$ cat config.mk
export PLATFORM = sky130hd
export DESIGN_NAME = counting_semaphore_wait_queue_unit
export DESIGN_NICKNAME = d
export VERILOG_FILES = /design/src/rtl/csq_pkg.sv /design/src/rtl/csq_queue_mem.sv /design/src/rtl/counting_semaphore_wait_queue_unit.sv
export SDC_FILE = /design/constraint.sdc
export NUM_CORES = 1
export LEC_CHECK = 0
export BUFFER_PORTS_ARGS = -buffer_cell sky130_fd_sc_hd__buf_2
export CORE_ASPECT_RATIO = 1.1
export CORE_MARGIN = 1.5
export CORE_UTILIZATION = 25
export DETAILED_ROUTE_END_ITERATION = 8
export PLACE_DENSITY_LB_ADDON = 0.05
export SETUP_SLACK_MARGIN = 0.2
export SLEW_MARGIN = 30
export SYNTH_ARGS = -nofsm -noshare
export SYNTH_HDL_FRONTEND = slang
export SYNTH_HIERARCHICAL = 1
export SYNTH_SLANG_ARGS = --single-unit
$ cat constraint.sdc
create_clock -name clk_i -period 10.7 [get_ports clk_i]
set_clock_uncertainty 0.05 [all_clocks]
set_input_delay 1.07 -clock clk_i [delete_from_list [all_inputs] [get_ports clk_i]]
set_output_delay 1.07 -clock clk_i [all_outputs]
set_load 0.01 [all_outputs]
$ cat src/rtl/csq_pkg.sv
// Shared types and constants of the counting semaphore wait queue unit.
// No dependencies; imported by every module of the block.
`timescale 1ns / 1ps
`default_nettype none

package csq_pkg;

  localparam int QUEUE_DEPTH = 16;
  localparam int ID_BITS     = 16;
  localparam int PTR_W       = (QUEUE_DEPTH > 1) ? $clog2(QUEUE_DEPTH) : 1;
  localparam int CNT_W       = 9;
  localparam int INIT_W      = 8;
  localparam int SUM_W       = CNT_W + 1;

  localparam logic signed [CNT_W-1:0] CNT_MAX   = 9'sd255;
  localparam logic signed [CNT_W-1:0] CNT_RESET = 9'sd1;

  typedef enum logic [1:0] {
    STATUS_GRANTED = 2'd0,
    STATUS_QUEUED  = 2'd1,
    STATUS_REFUSED = 2'd2,
    STATUS_SIGNAL  = 2'd3
  } csq_status_e;

  // Request from the control logic to the wait queue memory.
  typedef struct packed {
    logic               we;
    logic [PTR_W-1:0]   waddr;
    logic [ID_BITS-1:0] wdata;
    logic               re;
    logic [PTR_W-1:0]   raddr;
  } csq_mem_req_t;

endpackage

`default_nettype wire

$ cat src/rtl/csq_queue_mem.sv
// Wait queue storage: one write port, one read port with registered data.
// Depends on csq_pkg.
`timescale 1ns / 1ps
`default_nettype none

module csq_queue_mem
  import csq_pkg::*;
(
  input  wire logic               clk_i,
  input  wire csq_mem_req_t       req_i,
  output logic      [ID_BITS-1:0] rdata_o
);

  logic [ID_BITS-1:0] mem [QUEUE_DEPTH];
  logic [ID_BITS-1:0] rdata_q;

  always_ff @(posedge clk_i) begin
    if (req_i.we) begin
      mem[req_i.waddr] <= req_i.wdata;
    end
    if (req_i.re) begin
      rdata_q <= mem[req_i.raddr];
    end
  end

  assign rdata_o = rdata_q;

endmodule

`default_nettype wire

$ cat src/rtl/counting_semaphore_wait_queue_unit.sv
// Top level of the counting semaphore wait queue unit.
// Depends on csq_pkg and csq_queue_mem.
//
// Usage:
//   Input channel (in_valid_i / in_stall_o) carries one item: op_i (0 wait,
//   1 signal) and requester_id_i. Output channel (out_valid_o / out_stall_i)
//   returns one result per item: status_o, wake_valid_o, wake_id_o.
//   An item moves at a rising edge where valid is high and stall is low.
//   A wait, or a signal that wakes nobody, has its result in the output
//   register in the cycle after acceptance and the next item may enter in
//   that same cycle: one item per cycle while out_stall_i is low.
//   A signal that wakes a waiter reads the oldest id from the queue memory
//   (registered read data), so its result passes through ST_READ and then the
//   output register, and the input is stalled while in ST_READ: no new item
//   enters before that result is loaded.
//   While a result waits with out_stall_i high, a new item is taken only
//   once that result leaves; the held result does not change.
//   Reset sets the count to 1 and empties the queue; queue entries are not
//   cleared. Writing cfg_wdata_i with cfg_we_i reloads the count and empties
//   the queue; write only while the block is idle.
`timescale 1ns / 1ps
`default_nettype none

module counting_semaphore_wait_queue_unit
  import csq_pkg::*;
(
  input  wire logic               clk_i,
  input  wire logic               rst_ni,
  input  wire logic               in_valid_i,
  output logic                    in_stall_o,
  input  wire logic               op_i,
  input  wire logic [ID_BITS-1:0] requester_id_i,
  output logic                    out_valid_o,
  input  wire logic               out_stall_i,
  output logic      [1:0]         status_o,
  output logic                    wake_valid_o,
  output logic      [ID_BITS-1:0] wake_id_o,
  input  wire logic               cfg_we_i,
  input  wire logic [INIT_W-1:0]  cfg_wdata_i
);

  typedef enum logic [1:0] {
    ST_IDLE = 2'b01,
    ST_READ = 2'b10
  } csq_state_e;

  csq_state_e state_q, state_d;

  logic signed [CNT_W-1:0] cnt_q, cnt_d;
  logic        [PTR_W-1:0] head_q, head_d;

  logic                    out_valid_q, out_valid_d;
  csq_status_e             out_status_q, out_status_d;
  logic                    out_wake_q, out_wake_d;
  logic      [ID_BITS-1:0] out_id_q, out_id_d;

  csq_mem_req_t            mem_req;
  logic      [ID_BITS-1:0] mem_rdata;

  logic                    out_free;
  logic                    accept;
  logic        [CNT_W-1:0] waiting;
  logic        [SUM_W-1:0] tail_sum;
  logic        [SUM_W-1:0] tail_wrap;
  logic        [PTR_W-1:0] tail;
  logic        [PTR_W-1:0] head_inc;

  csq_queue_mem u_mem (
    .clk_i   (clk_i),
    .req_i   (mem_req),
    .rdata_o (mem_rdata)
  );

  assign out_free   = !out_valid_q || !out_stall_i;
  // Interlock: no new item while a wake-up read is outstanding.
  assign in_stall_o = (state_q != ST_IDLE) || !out_free;
  assign accept     = in_valid_i && !in_stall_o;

  // Number of queued waiters when the count is not positive.
  assign waiting   = CNT_W'(-cnt_q);
  assign tail_sum  = SUM_W'(head_q) + SUM_W'(waiting);
  assign tail_wrap = (tail_sum >= SUM_W'(QUEUE_DEPTH)) ? tail_sum - SUM_W'(QUEUE_DEPTH)
                                                       : tail_sum;
  assign tail      = tail_wrap[PTR_W-1:0];
  assign head_inc  = (head_q == PTR_W'(QUEUE_DEPTH - 1)) ? '0 : head_q + PTR_W'(1);

  always_comb begin
    state_d      = state_q;
    cnt_d        = cnt_q;
    head_d       = head_q;
    out_valid_d  = out_valid_q && out_stall_i;
    out_status_d = out_status_q;
    out_wake_d   = out_wake_q;
    out_id_d     = out_id_q;
    mem_req      = '0;
    mem_req.waddr = tail;
    mem_req.wdata = requester_id_i;
    mem_req.raddr = head_q;

    unique case (state_q)
      ST_READ: begin
        // Read data for the woken waiter is now valid.
        out_valid_d  = 1'b1;
        out_status_d = STATUS_SIGNAL;
        out_wake_d   = 1'b1;
        out_id_d     = mem_rdata;
        state_d      = ST_IDLE;
      end
      ST_IDLE: begin
        if (accept) begin
          out_wake_d = 1'b0;
          out_id_d   = '0;
          if (!op_i) begin
            out_valid_d = 1'b1;
            if (cnt_q > $signed(CNT_W'(0))) begin
              cnt_d        = cnt_q - CNT_W'(1);
              out_status_d = STATUS_GRANTED;
            end else if (waiting >= CNT_W'(QUEUE_DEPTH)) begin
              out_status_d = STATUS_REFUSED;
            end else begin
              mem_req.we   = 1'b1;
              cnt_d        = cnt_q - CNT_W'(1);
              out_status_d = STATUS_QUEUED;
            end
          end else begin
            if (cnt_q < 0) begin
              mem_req.re = 1'b1;
              head_d     = head_inc;
              state_d    = ST_READ;
            end else begin
              out_valid_d  = 1'b1;
              out_status_d = STATUS_SIGNAL;
            end
            if (cnt_q < CNT_MAX) begin
              cnt_d = cnt_q + CNT_W'(1);
            end
          end
        end
      end
      default: begin
        state_d = ST_IDLE;
      end
    endcase

    if (cfg_we_i) begin
      cnt_d  = $signed({1'b0, cfg_wdata_i});
      head_d = '0;
    end
  end

  always_ff @(posedge clk_i or negedge rst_ni) begin
    if (!rst_ni) begin
      state_q     <= ST_IDLE;
      cnt_q       <= CNT_RESET;
      head_q      <= '0;
      out_valid_q <= 1'b0;
    end else begin
      state_q     <= state_d;
      cnt_q       <= cnt_d;
      head_q      <= head_d;
      out_valid_q <= out_valid_d;
    end
  end

  always_ff @(posedge clk_i) begin
    out_status_q <= out_status_d;
    out_wake_q   <= out_wake_d;
    out_id_q     <= out_id_d;
  end

  assign out_valid_o  = out_valid_q;
  assign status_o     = out_status_q;
  assign wake_valid_o = out_wake_q;
  assign wake_id_o    = out_id_q;

endmodule

`default_nettype wire

==> results.toml <==
[grt]
top_usage_layer = "met2"
grt_pass1_vias = 6677
grt.overflow.total = 0
grt.met1_usage = 0.185
grt_pass1_wl_um = 48900
antenna_found_initial = 0
grt_max_degree = 53
grtUsageMet3 = 0.0211
grtUsageMet2 = 0.217
track_usage = 0.137

[synthesis]
synth_common_cells = "291 x edfxtp_1, 54 x mux4_2, 37 x nand2_1, 32 x a22oi_1, 21 x nor2_1"
ys_seq_area_frac = 0.738
netlist_area_um2 = 12400
yosysTopAreaCellShare = 0.705
syn-num-nets = 692
ys_warn_count = 6
synth_area_leaders = "edfxtp_1 71%, mux4_2 9.8%, dfrtp_1 2.8%"
yosys.area.top_type = "edfxtp_1"
synth_cell_types = 55
synth-edff-count = 291
synth_cells = 643
avgSynthCellArea_um2 = 19.3
synth_most_common_cell = "edfxtp_1"
ys_seq_elements = 307
synth-async-reset-ratio = 0.0521
ys.flop_type = "edfxtp_1"

[timing]
report.final.setup_viol = 0
fmax_mhz = 214
worst_pin_slew_ns = 1.03
tns_ns = 0
whs_ns = 0.402
min_period_ns = 4.67
slew_viol_final = 0
slew_headroom = 0.307
rsz0062_at_grt = "false"
hold_viol_final = 0
period_share = 0.437

[worst_setup_path]
crit_slowest_cell = "nor3_1"
cp.arrival_ns = 4.80
critical-path-max-stage-delay_ns = 0.83
crit_path_end_kind = "register"
cp_cell_sequence = "inv_1 -> ha_1 -> nor3b_2 -> nand2_1 -> ha_1 -> nor3b_1 -> a2bb2oi_1 -> a31oi_1 -> inv_1 -> nor3_1 -> or3b_2 -> nor2_2"
path_delay_family = "simple AND/OR/NAND/NOR gates"
setup.worst_path.class = "reg -> reg"
crit_buf_inv = 2
cp.required_ns = 10.82
crit_path_start_kind = "register"
worstPathMaxFanout = 16

[clocking]
clk_pin_slew_ns = 0.06
hold_buffers = 0
cts_max_level = 2
cts_root_buffer = "clkbuf_16"
cts_buffer_depth = 3
tritoncts = "yes"
clock_latency_ns = 0.56
postCtsSetupBuffers = 0
numCtsBuffers = 37
clock-sinks = 307
post_cts_resized = 0

[detailed_routing]
vias = 6307
dr.pass1.iters = 4
post_drt_wl_per_cell_um = 24.3
drc = 0
vias_per_cell = 4.53
drtAntennaViolNets = 0
wirelength_um = 33900
drt_iter0_drc = 421

[finish]
n_fill_cell = 4837
seqCellArea_um2 = 9150
design_area_um2 = 14600
layout.nets = 761
stdcell_count = 1391
multi_input_area_um2 = 3130
area_growth_pct = 17.8
drive_above_1_share = 0.255

[job]
maxCapViolCount = 0

[place]
placed_cells = 1324
dpl.hpwl_um = 22100
io_buffers = 50
place_congestion = 0.720
placed_area_um2 = 13400

[die]
design.core.area_um2 = 48900
die_x_um = 215
rows = 85
start_util = 0.253
num_io_pins = 51
die_h_um = 237
die_area_um2 = 50900

[pwr]
p_total_mw = 3.04
peakVddDrop_v = 0.0000941
power_density_nw_per_um2 = 208
leakagePower_nw = 4.61

[hold_path]
worstHoldPathType = "in -> async"

[run_status]
status = "finished clean"
## final cells by class
type                    instances  area share
inverters                      18     0.00463
flip-flops and latches        307       0.627
multi-input cells             291       0.214
repair buffers                 57      0.0216
clock buffers                  46      0.0657
clock inverters                19      0.0112
well taps                     652      0.0559
diodes                          1    0.000171
## placed cells by master (no fill, tap or decap), types with 6 or more instances in the layout
cell	instances
a21oi_1	7
a22oi_1	32
buf_2	50
buf_4	6
clkbuf_1	9
clkbuf_16	37
clkinv_1	7
dfrtp_1	12
edfxtp_1	291
ha_1	17
inv_1	18
mux4_1	10
mux4_2	54
nand2_1	37
nand3_1	8
nor2_1	8
nor2_4	11
nor2b_1	16
o2111ai_1	6
o21ai_0	7
xnor2_1	9
## worst register-to-register path, delay by kind of cell (launching register included)
kind	cells	cell delay (ns)
compound gates	2	0.39
fa+ha+maj	2	0.52
buf+inv	2	0.25
flops	1	0.42
simple gates	6	2.65
## through the flow
step	setup slack (ns)	util
floorplan	6.46	-
global placement	6.01	0.274
detailed placement	5.94	0.274
CTS	5.90	0.297
global route	5.67	0.298
finish	6.03	0.298
## flip-flops by register name, summed over array words and instances (netlist names)
signal         count
u_mem/mem        256
state_q            2
u_mem/rdata_o     16
status_o           2
cnt_q              9
wake_id_o         16
wake_valid_o       1
out_valid_o        1
head_q             4
## worst paths after layout
path / from / endpoint / slack (ns) / cells past startpoint
max: cnt_q[1] / u_mem/mem[1][2] / 6.03 / 12
min: rst_ni / cnt_q[3] / 0.40 / 1
max reg2reg: cnt_q[1] / u_mem/mem[1][2] / 6.03 / 12
min reg2reg: state_q[0] / state_q[0] / 0.42 / 2
max in group asynchronous: rst_ni / head_q[0] / 9.85 / 1
min in group clk_i: state_q[0] / state_q[0] / 0.42 / 2
## per-layer routing
layer / wire length, µm / up-vias
li1: - / 2777
met1: 15400 / 3324
met2: 16100 / 149
met3: 1190 / 57
met4: 1240 / 0
met5: 0 / -
## logic make-up after synthesis
| kind of cell | synth area share |
|---|---|
| mux | 0.120 |
| flops | 0.738 |
| compound gates | 0.0429 |
| buf+inv | 0.0192 |
| xor+xnor | 0.00919 |
| simple gates | 0.0505 |
| fa+ha+maj | 0.0204 |
## power by group
| group | internal [mW] | switching [mW] | total (mW) |
|---|---|---|---|
| Clock | 0.688 | 0.500 | 1.19 |
| Combinational | 0.150 | 0.263 | 0.413 |
| Sequential | 1.38 | 0.0560 | 1.44 |
| Total | 2.22 | 0.819 | 3.04 |
No activity file was read; power rests on OpenSTA's default activity.
